<file path="src/hw/rtl/mva_pkg.sv">
package mva_pkg;

  // Voice pool size and the index width that follows from it
  localparam int VOICES  = 3;
  localparam int VI_W    = (VOICES > 1) ? $clog2(VOICES) : 1;

  // Port widths fixed by the message format
  localparam int STATUS_W = 8;
  localparam int DATA_W   = 7;
  localparam int OUT_VI_W = 3;

  // Status byte decoding
  localparam logic [STATUS_W-1:0] ST_REALTIME = 8'hF8;
  localparam logic [3:0]          NIB_OFF     = 4'h8;
  localparam logic [3:0]          NIB_ON      = 4'h9;
  localparam logic [3:0]          NIB_CTRL    = 4'hB;
  localparam logic [DATA_W-1:0]   CC_SOUND_OFF = 7'd120;
  localparam logic [DATA_W-1:0]   CC_NOTES_OFF = 7'd123;

  // What a captured message asks for
  typedef enum logic [1:0] {
    KIND_NONE = 2'd0,
    KIND_OFF  = 2'd1,
    KIND_ON   = 2'd2,
    KIND_ALL  = 2'd3
  } kind_t;

  // Controller to datapath
  typedef struct packed {
    logic capture;  // latch the incoming word
    logic step;     // apply one start or release and load the output register
  } mva_cmd_t;

  // Datapath to controller
  typedef struct packed {
    logic has_result; // the pending message still has a result to give
    logic last;       // that result is the final one
    logic out_free;   // output register can take a word this cycle
  } mva_sts_t;

endpackage

</file>
<file path="src/hw/rtl/mva_ctrl.sv">
module mva_ctrl (
  input  logic              clk,
  input  logic              rst_n,
  input  logic              in_valid,
  output logic              in_stall,
  output mva_pkg::mva_cmd_t cmd,
  input  mva_pkg::mva_sts_t sts
);

  typedef enum logic [1:0] {
    S_IDLE = 2'b01,
    S_EXEC = 2'b10
  } state_t;

  state_t state_r, state_nxt;

  // Take a word only when idle
  assign in_stall = (state_r != S_IDLE);

  // Sequence: capture, then one step per result until the last one, or back to idle when there is none
  always_comb begin
    state_nxt   = state_r;
    cmd.capture = 1'b0;
    cmd.step    = 1'b0;
    case (state_r)
      S_IDLE: begin
        if (in_valid) begin
          cmd.capture = 1'b1;
          state_nxt   = S_EXEC;
        end
      end
      S_EXEC: begin
        if (!sts.has_result) begin
          state_nxt = S_IDLE;
        end else if (sts.out_free) begin
          cmd.step = 1'b1;
          if (sts.last) begin
            state_nxt = S_IDLE;
          end
        end
      end
      default: begin
        state_nxt = S_IDLE;
      end
    endcase
  end

  always_ff @(posedge clk) begin
    if (!rst_n) begin
      state_r <= S_IDLE;
    end else begin
      state_r <= state_nxt;
    end
  end

endmodule

</file>
<file path="src/hw/rtl/mva_dp.sv">
module mva_dp (
  input  logic                             clk,
  input  logic                             rst_n,
  input  mva_pkg::mva_cmd_t                cmd,
  output mva_pkg::mva_sts_t                sts,
  input  logic [mva_pkg::STATUS_W-1:0]     in_status_byte,
  input  logic [mva_pkg::DATA_W-1:0]       in_first_data,
  input  logic [mva_pkg::DATA_W-1:0]       in_second_data,
  output logic                             out_valid,
  input  logic                             out_stall,
  output logic [mva_pkg::OUT_VI_W-1:0]     out_voice_index,
  output logic [mva_pkg::DATA_W-1:0]       out_note_number,
  output logic [mva_pkg::DATA_W-1:0]       out_velocity,
  output logic                             out_last_result
);

  // Captured message
  mva_pkg::kind_t               kind_r;
  logic [mva_pkg::DATA_W-1:0]   note_r;
  logic [mva_pkg::DATA_W-1:0]   vel_r;

  // Voice state
  logic [mva_pkg::VOICES-1:0]   act_r;
  logic [mva_pkg::DATA_W-1:0]   vnote_r [mva_pkg::VOICES];
  logic [mva_pkg::VI_W-1:0]     rank_r  [mva_pkg::VOICES];

  // Output register
  logic                         out_valid_r;
  logic [mva_pkg::VI_W-1:0]     out_idx_r;
  logic [mva_pkg::DATA_W-1:0]   out_note_r;
  logic [mva_pkg::DATA_W-1:0]   out_vel_r;
  logic                         out_last_r;

  mva_pkg::kind_t               kind_nxt;

  logic                         free_hit, match_hit, act_hit;
  logic [mva_pkg::VI_W-1:0]     free_idx, old_idx, match_idx, act_idx;
  logic [mva_pkg::VOICES-1:0]   rest_mask;
  logic                         sel_hit, sel_last;
  logic [mva_pkg::VI_W-1:0]     sel_idx;
  logic [mva_pkg::VI_W-1:0]     sel_rank;
  logic [mva_pkg::DATA_W-1:0]   res_note, res_vel;

  // Decode the incoming word; the channel nibble plays no part
  always_comb begin
    kind_nxt = mva_pkg::KIND_NONE;
    if (in_status_byte < mva_pkg::ST_REALTIME) begin
      case (in_status_byte[7:4])
        mva_pkg::NIB_OFF: kind_nxt = mva_pkg::KIND_OFF;
        mva_pkg::NIB_ON: begin
          kind_nxt = (in_second_data == '0) ? mva_pkg::KIND_OFF : mva_pkg::KIND_ON;
        end
        mva_pkg::NIB_CTRL: begin
          if (in_first_data inside {mva_pkg::CC_SOUND_OFF, mva_pkg::CC_NOTES_OFF}) begin
            kind_nxt = mva_pkg::KIND_ALL;
          end
        end
        default: kind_nxt = mva_pkg::KIND_NONE;
      endcase
    end
  end

  // Priority searches over the voices, lowest index wins
  always_comb begin
    free_hit  = 1'b0;
    free_idx  = '0;
    old_idx   = '0;
    match_hit = 1'b0;
    match_idx = '0;
    act_hit   = 1'b0;
    act_idx   = '0;
    for (int i = mva_pkg::VOICES - 1; i >= 0; i--) begin
      if (!act_r[i]) begin
        free_hit = 1'b1;
        free_idx = mva_pkg::VI_W'(i);
      end
      if (rank_r[i] == '0) begin
        old_idx = mva_pkg::VI_W'(i);
      end
      if (act_r[i] && vnote_r[i] == note_r) begin
        match_hit = 1'b1;
        match_idx = mva_pkg::VI_W'(i);
      end
      if (act_r[i]) begin
        act_hit = 1'b1;
        act_idx = mva_pkg::VI_W'(i);
      end
    end
    rest_mask          = act_r;
    rest_mask[act_idx] = 1'b0;
  end

  // Pick the voice for this step and what it reports
  always_comb begin
    sel_hit  = 1'b0;
    sel_last = 1'b1;
    sel_idx  = '0;
    res_note = note_r;
    res_vel  = '0;
    case (kind_r)
      mva_pkg::KIND_OFF: begin
        sel_hit = match_hit;
        sel_idx = match_idx;
      end
      mva_pkg::KIND_ON: begin
        sel_hit = 1'b1;
        sel_idx = free_hit ? free_idx : old_idx;
        res_vel = vel_r;
      end
      mva_pkg::KIND_ALL: begin
        sel_hit  = act_hit;
        sel_idx  = act_idx;
        sel_last = (rest_mask == '0);
        res_note = vnote_r[act_idx];
      end
      default: sel_hit = 1'b0;
    endcase
    sel_rank = rank_r[sel_idx];
  end

  assign sts.has_result = sel_hit;
  assign sts.last       = sel_last;
  assign sts.out_free   = !out_valid_r || !out_stall;

  // Hold the captured message
  always_ff @(posedge clk) begin
    if (!rst_n) begin
      kind_r <= mva_pkg::KIND_NONE;
    end else if (cmd.capture) begin
      kind_r <= kind_nxt;
    end
  end

  always_ff @(posedge clk) begin
    if (cmd.capture) begin
      note_r <= in_first_data;
      vel_r  <= in_second_data;
    end
  end

  // Update activity on each step, and recency on each start
  always_ff @(posedge clk) begin
    if (!rst_n) begin
      act_r <= '0;
      for (int i = 0; i < mva_pkg::VOICES; i++) begin
        rank_r[i] <= mva_pkg::VI_W'(i);
      end
    end else if (cmd.step) begin
      act_r[sel_idx] <= (kind_r == mva_pkg::KIND_ON);
      if (kind_r == mva_pkg::KIND_ON) begin
        for (int i = 0; i < mva_pkg::VOICES; i++) begin
          if (mva_pkg::VI_W'(i) == sel_idx) begin
            rank_r[i] <= mva_pkg::VI_W'(mva_pkg::VOICES - 1);
          end else if (rank_r[i] > sel_rank) begin
            rank_r[i] <= rank_r[i] - 1'b1;
          end
        end
      end
    end
  end

  // Note store, written on a start
  always_ff @(posedge clk) begin
    if (cmd.step && kind_r == mva_pkg::KIND_ON) begin
      vnote_r[sel_idx] <= note_r;
    end
  end

  // Output register: load on a step, drop once taken
  always_ff @(posedge clk) begin
    if (!rst_n) begin
      out_valid_r <= 1'b0;
    end else if (cmd.step) begin
      out_valid_r <= 1'b1;
    end else if (!out_stall) begin
      out_valid_r <= 1'b0;
    end
  end

  always_ff @(posedge clk) begin
    if (cmd.step) begin
      out_idx_r  <= sel_idx;
      out_note_r <= res_note;
      out_vel_r  <= res_vel;
      out_last_r <= sel_last;
    end
  end

  assign out_valid       = out_valid_r;
  assign out_voice_index = mva_pkg::OUT_VI_W'(out_idx_r);
  assign out_note_number = out_note_r;
  assign out_velocity    = out_vel_r;
  assign out_last_result = out_last_r;

endmodule

</file>
<file path="src/hw/rtl/midi_voice_allocator.sv">
// MIDI voice allocator: maps note messages onto a small pool of voices.
// Input channel (in_*): one assembled MIDI message per word, taken when
// in_valid is high and in_stall low. in_stall is high from the cycle after a
// word is taken until every result of that word has been loaded for output.
// Result channel (out_*): one word per voice start or release, held in an
// output register until out_stall is low; out_last_result marks the final
// result of a message. Messages that cause nothing give no word at all.
// A message is first captured; each result is then loaded into the output
// register by a step of the execute state, which waits while the output
// register is full and stalled. An all-notes-off gives one result per
// active voice, and input stays stalled until the last one is loaded. The
// output register lets the next message be taken while a result still waits.
// A stalled receiver holds the output word; a further result then waits in
// the execute state, and input stays stalled until it is loaded.
// Reset (rst_n low at a clock edge) releases all voices, restores the
// recency order to voice index order and empties the output register.
module midi_voice_allocator (
  input  logic                             clk,
  input  logic                             rst_n,
  input  logic                             in_valid,
  output logic                             in_stall,
  input  logic [mva_pkg::STATUS_W-1:0]     in_status_byte,
  input  logic [mva_pkg::DATA_W-1:0]       in_first_data,
  input  logic [mva_pkg::DATA_W-1:0]       in_second_data,
  output logic                             out_valid,
  input  logic                             out_stall,
  output logic [mva_pkg::OUT_VI_W-1:0]     out_voice_index,
  output logic [mva_pkg::DATA_W-1:0]       out_note_number,
  output logic [mva_pkg::DATA_W-1:0]       out_velocity,
  output logic                             out_last_result
);

  mva_pkg::mva_cmd_t cmd;
  mva_pkg::mva_sts_t sts;

  mva_ctrl u_ctrl (
    .clk      (clk),
    .rst_n    (rst_n),
    .in_valid (in_valid),
    .in_stall (in_stall),
    .cmd      (cmd),
    .sts      (sts)
  );

  mva_dp u_dp (
    .clk             (clk),
    .rst_n           (rst_n),
    .cmd             (cmd),
    .sts             (sts),
    .in_status_byte  (in_status_byte),
    .in_first_data   (in_first_data),
    .in_second_data  (in_second_data),
    .out_valid       (out_valid),
    .out_stall       (out_stall),
    .out_voice_index (out_voice_index),
    .out_note_number (out_note_number),
    .out_velocity    (out_velocity),
    .out_last_result (out_last_result)
  );

endmodule

</file>
<file path="config.mk">
export PLATFORM = sky130hd
export DESIGN_NAME = midi_voice_allocator
export DESIGN_NICKNAME = d
export VERILOG_FILES = /design/src/hw/rtl/mva_pkg.sv /design/src/hw/rtl/mva_ctrl.sv /design/src/hw/rtl/mva_dp.sv /design/src/hw/rtl/midi_voice_allocator.sv
export SDC_FILE = /design/constraint.sdc
export NUM_CORES = 1
export LEC_CHECK = 0
export ABC_CLOCK_PERIOD_IN_PS = 4400
export BUFFER_PORTS_ARGS = -buffer_cell sky130_fd_sc_hd__buf_2
export CORE_ASPECT_RATIO = 0.8
export CORE_MARGIN = 5
export CORE_UTILIZATION = 30
export CTS_CLUSTER_SIZE = 24
export DETAILED_ROUTE_END_ITERATION = 10
export HOLD_SLACK_MARGIN = 0.08
export PLACE_DENSITY = 0.5
export SYNTH_ARGS = -nofsm -noshare
export SYNTH_HDL_FRONTEND = slang
export SYNTH_HIERARCHICAL = 1
export SYNTH_SLANG_ARGS = --single-unit
</file>
<file path="constraint.sdc">
create_clock -name clk -period 4.4 [get_ports clk]
set_input_delay 0 -clock clk [delete_from_list [all_inputs] [get_ports clk]]
set_output_delay 0 -clock clk [all_outputs]
set_load 0.005 [all_outputs]
</file>
# ---- After elaboration in Yosys (flattened, before gate mapping)
# Memories as Yosys holds them, arrays and structs flattened.
# Index checks and enable logic that the tools add are counted.
dict set report op_classes {
  add_sub_neg 3
  magnitude_cmp 8
  eq_ne 20
  n_mux 89
  n_bitwise 8
  n_reduce_logical 17
}
# cell count
set op_table {}
lappend op_table {{$mux 1} 55}
lappend op_table {{$mux 2} 26}
lappend op_table {{$eq 7x7->1} 3}
lappend op_table {{$eq 7x7->1 const B} 2}
lappend op_table {{$eq 4x4->1 const B} 3}
lappend op_table {{$pmux 2 s3} 2}
lappend op_table {{$logic_not 2->1} 4}
lappend op_table {{$lt 8x8->1 const B} 1}
lappend op_table {{$logic_not 7->1} 1}
lappend op_table {{$mux 7} 1}
lappend op_table {{$eq 2x2->1 const B} 3}
lappend op_table {{$gt 2x2->1} 3}
lappend op_table {{$logic_and 1x1->1} 6}
lappend op_table {{$lt 2x3->1 const B} 2}
lappend op_table {{$ne 3x3->1 const B} 2}
lappend op_table {{$or 1x1->1} 6}
lappend op_table {{$sub 2x1->2 const B} 3}
lappend op_table {{$demux 1 s2} 2}
lappend op_table {{$eq 2x1->1 const B} 2}
lappend op_table {{$ge 2x1->1 const B} 2}
lappend op_table {{$ne 2x1->1 const B} 2}
lappend op_table {{$pmux 2 s2} 1}
lappend op_table {{$and 3x3->3} 1}
lappend op_table {{$bwmux 3} 1}
lappend op_table {{10 further kinds} 11}
dict set report totals {
  register_bits 39
  mem_bits_rw 27
  word_cells 157
  memories 2
}
# name words width rd rd_ports_with_merged_regs wr line
set mem_list {}
lappend mem_list {u_dp.vnote_r 3 7 4 0 1 mva_dp.sv:24} ;# logic [mva_pkg::DATA_W-1:0] vnote_r [mva_pkg::VOICES];
lappend mem_list {u_dp.rank_r 3 2 4 0 3 mva_dp.sv:25} ;# logic [mva_pkg::VI_W-1:0] rank_r [mva_pkg::VOICES];

# ---- Logic depth before layout (Yosys ltp)
# An unclocked memory read counts as a cell.
dict set report depth {
  word_depth 16
  depth_mapped 15
  ltp_nobuf 14
}

# ---- By module
# Netlist, hierarchy kept.
# mod instances cells_each area_per_inst_um2 seq_area_each_um2
set modules_own_cells {}
lappend modules_own_cells {mva_dp 1 258 3096.7 1861.8}
lappend modules_own_cells {mva_ctrl 1 11 100.1 40.0}

# ---- Least setup slack after synthesis
# Ideal clock, no wire load.
dict set report synth_timing {
  path_kind {register to register}
  start {reg u_dp/note_r[5] (netlist name)}
  end {mem u_dp/rank_r[1][0] (netlist name), enable pin}
  setup_time_ns 0.338
  t_arrival_ns 3.456
  slack_ns 0.606
  stages_incl_launch_ff 14
  path_buffers 1
  synth_period_minus_slack_ns 3.794
  cell_sequence {edfxtp_1 xor2_1 nor4_2 nand4_2 nand2_1 o21ai_0 a21oi_1 buf_4 nor2b_1 and3_2 inv_1 nor4_1 nor2_1 o31ai_1}
}
# item line
set synth_lines {}
lappend synth_lines {{from (decl)} mva_dp.sv:19} ;# logic [mva_pkg::DATA_W-1:0] note_r;
lappend synth_lines {{from (signal assigned)} mva_dp.sv:136} ;# note_r <= in_first_data;
lappend synth_lines {{to (decl)} mva_dp.sv:25}

==> impl_metrics.csv <==
group,metric,value,unit
timing,setup_viol,0,
clock_tree,post_cts_buffers,0,
clock_tree,clk_latency,0.34,ns
route,ant_nets,0,
power,power_density,379,nW/um2
clock_tree,cts_htree_levels,3,
floorplanning,die-area,12800,um2
place,dpl-instance-area,3550,um2
logic_synthesis,async_reset_ff_share,0,%
route,drt_wl_total,6.84,mm
route,wire_per_inst,14.3,um
timing,slew_headroom,57.4,%
final_layout,area_delta_synth_final,27.1,%
logic_synthesis,ys_warn_count,6,
logic_synthesis,synth_seq_cells,66,
critical_path,required,4.49,ns
grt,grt_pass1_wl,11.2,mm
final_layout,fin_area,4060,um2
clock_tree,cts_tree,"yes",
route,drc_errors,0,
floorplanning,core,10300,um2
place,hpwl,5.06,mm
timing,period_share,82.3,%
clock_tree,clk_pin_slew,0.06,ns
critical_path,path_cells,"inv_1 -> ha_1 -> nand3b_1 -> a21oi_1 -> o21ai_0 -> o41ai_4 -> buf_4 -> a221oi_1 -> ha_1 -> nor2_1 -> o21ai_0 -> a311o_1 -> or2_1",
critical_path,worst-setup-path-type,"register to register",
timing,rsz0062_at_grt,"false",
final_layout,diodes,0,
clock_tree,root_buffer,"clkbuf_16",
clock_tree,clk_path_buf_depth,2,
power,power.leakage,1.54,nW
grt,grt_max_degree,21,
clock_tree,cts_buffers,9,
critical_path,cp.arrival,3.71,ns
run_status,status,"finished clean",
timing,report.final.slew_viol_count,0,
final_layout,nets,365,
critical_path,critical_path.top_delay_family,"compound AO/OA/AOI/OAI gates",
grt,grtUsageTotal,11.4,%
logic_synthesis,ys_types,55,
logic_synthesis,syn_inst,269,
timing,worst_slew_pin_slew,0.637,ns
critical_path,crit_buf_inv,2,
place,numPortBuffers,40,
final_layout,final_cells,478,
route,vias,2205,
critical_path,crit_path_end_kind,"register",
critical_path,start_kind,"register",
job,drv_cap,0,
grt,gr-total-overflow,0,
route,via_per_inst,4.61,
logic_synthesis,yosys.area.top_type,"edfxtp_1",
logic_synthesis,synth.area.top_cells,"edfxtp_1, dfxtp_1, xnor2_1",
grt,use_met1,15.9,%
clock_tree,cts.sinks,66,
floorplanning,ios,46,
logic_synthesis,syn_area,3200,um2
critical_path,cp_slowest_cell,"edfxtp_1",
grt,antenna_found_initial,0,
timing,skew,0.00546,ns
floorplanning,rows,33,
place,pre_cts_ws,0.740,ns
final_layout,drive_gt1_share,21.0,%
route,drt_first_pass_iters,4,
floorplanning,die_y,102,um
route,drtIter0Drc,154,
logic_synthesis,synth_ff_type,"edfxtp_1",
logic_synthesis,seq_area_frac_synth,59.5,%
timing,fmax,276,MHz
grt,met2_usage,15.9,%
floorplanning,start_util,31.0,%
grt,met3_usage,4.81,%
logic_synthesis,syn_nets,301,
critical_path,crit_fanout,9,
logic_synthesis,avgSynthCellArea,11.9,um2
grt,grt_pass1_vias,2158,
floorplanning,die_w,125,um
power,power,1.54,mW
min_path,hold_path.class,"input port to register",
critical_path,cpPeakStageDelay,0.50,ns
power,ir_drop,0.000213,V
grt,top_usage_layer,"met1",
place,dp.cells,443,
logic_synthesis,synth-edff-count,58,
final_layout,fillers,1047,
place,gp_congestion,0.769,
timing,setup_tns,0,ns
timing,layout_setup_ws,0.781,ns
logic_synthesis,synth_top_area_share,54.5,%
timing,hold_viol,0,
timing,min_period,3.62,ns
layout by cell type, fill, tap and decap left out, types with 8 or more instances in the layout:
master,instances
a21oi_1,12
buf_2,40
clkbuf_16,9
dfxtp_1,8
dlygate4sd3_1,19
edfxtp_1,58
inv_1,15
nand2_1,19
nor2_1,21
o21ai_0,14
xnor2_1,16
final cells by class:
type | count | area (um2) | area share (%)
sequential | 66 | 1900 | 46.8
multi-input combinational | 175 | 1170 | 28.8
timing repair buffer | 66 | 443 | 10.9
clock buffer | 9 | 225 | 5.54
tap | 140 | 175 | 4.31
clock inverter | 7 | 92.6 | 2.28
inverter | 15 | 56.3 | 1.39
flip-flops by register name (all words and copies together) (netlist names):
| signal | flops |
|---|---|
| u_dp/vel_r | 7 |
| u_dp/out_valid | 1 |
| u_dp/out_note_number | 7 |
| u_dp/out_last_result | 1 |
| u_dp/out_idx_r | 2 |
| u_dp/rank_r | 6 |
| u_dp/note_r | 7 |
| u_ctrl/state_r | 2 |
| u_dp/vnote_r | 21 |
| u_dp/act_r | 3 |
| u_dp/kind_r | 2 |
| u_dp/out_velocity | 7 |
stage by stage:
step                      util (%)  hold slack (ns)
final                         39.4           0.0979
after floorplan                  -           0.0989
after global placement        34.4            0.192
after CTS                     39.4           0.0943
after detailed placement      34.4            0.194
after global routing          39.4            0.116
cell usage after synthesis (2+ instances only):
cell / count
dfxtp_1: 8
or2_1: 2
nand3b_1: 2
xor2_1: 6
xnor2_1: 16
nand2b_1: 4
nor2_1: 21
a21oi_1: 12
nand2_1: 19
nor2b_1: 4
nor4_1: 4
buf_4: 3
o21ai_0: 14
ha_1: 6
o21a_1: 2
clkbuf_1: 7
edfxtp_1: 58
inv_1: 15
a21boi_0: 4
nor3_1: 3
o31ai_1: 3
a22oi_1: 7
nand3_1: 5
o31a_1: 2
nand4_1: 5
o2111ai_1: 2
and2_1: 7
worst register-to-register path, cell delays in order, from the launching register on:
cell      delay (ns)
edfxtp_1        0.50
inv_1           0.08
ha_1            0.22
nand3b_1        0.10
a21oi_1         0.10
o21ai_0         0.46
o41ai_4         0.16
buf_4           0.21
a221oi_1        0.42
ha_1            0.32
nor2_1          0.15
o21ai_0         0.09
a311o_1         0.37
or2_1           0.22
path summary, 6_finish.rpt:
check / from / to / slack [ns] / cells after the start
worst max-delay path: u_dp/rank_r[1][1] / u_dp/rank_r[2][1] / 0.78 / 13
worst min-delay path: in_status_byte[7] / u_dp/kind_r[1] / 0.1 / 4
worst max register to register: u_dp/rank_r[1][1] / u_dp/rank_r[2][1] / 0.78 / 13
worst min register to register: u_dp/out_valid / u_dp/out_valid / 0.51 / 2
routing by layer:
metal  routed length, um  up-vias  share of wire, %
met5                   0        -                 0
met4                  84        0               1.2
met3                 439        9               6.4
met2                2700       54                39
met1                3620     1019                53
li1                    -     1123                 -
where the power goes:
part           internal, mW  switching (mW)  total [mW]
clock network         0.494           0.270       0.764
registers             0.693          0.0140       0.707
logic                0.0365          0.0315      0.0680
timing repair:
item	CTS	global route
gates resized for setup	0	0
hold endpoints to repair	22	0
setup endpoints to repair	0	0
hold buffers	19	0
cell families (layout without fill, tap and decap cells):
| group | count (synthesis) | count (layout) | share of synthesized area (%) |
|---|---|---|---|
| other | 1 | 1 | 0.117 |
| AO/OA/AOI/OAI | 61 | 61 | 13.9 |
| flip-flops | 66 | 66 | 59.5 |
| XOR/XNOR | 22 | 22 | 6.03 |
| AND/OR/NAND/NOR | 85 | 85 | 14.2 |
| buffers and inverters | 28 | 97 | 3.95 |
| adder cells (fa/ha/maj) | 6 | 6 | 2.35 |
Power figures use the tool's default switching activity.
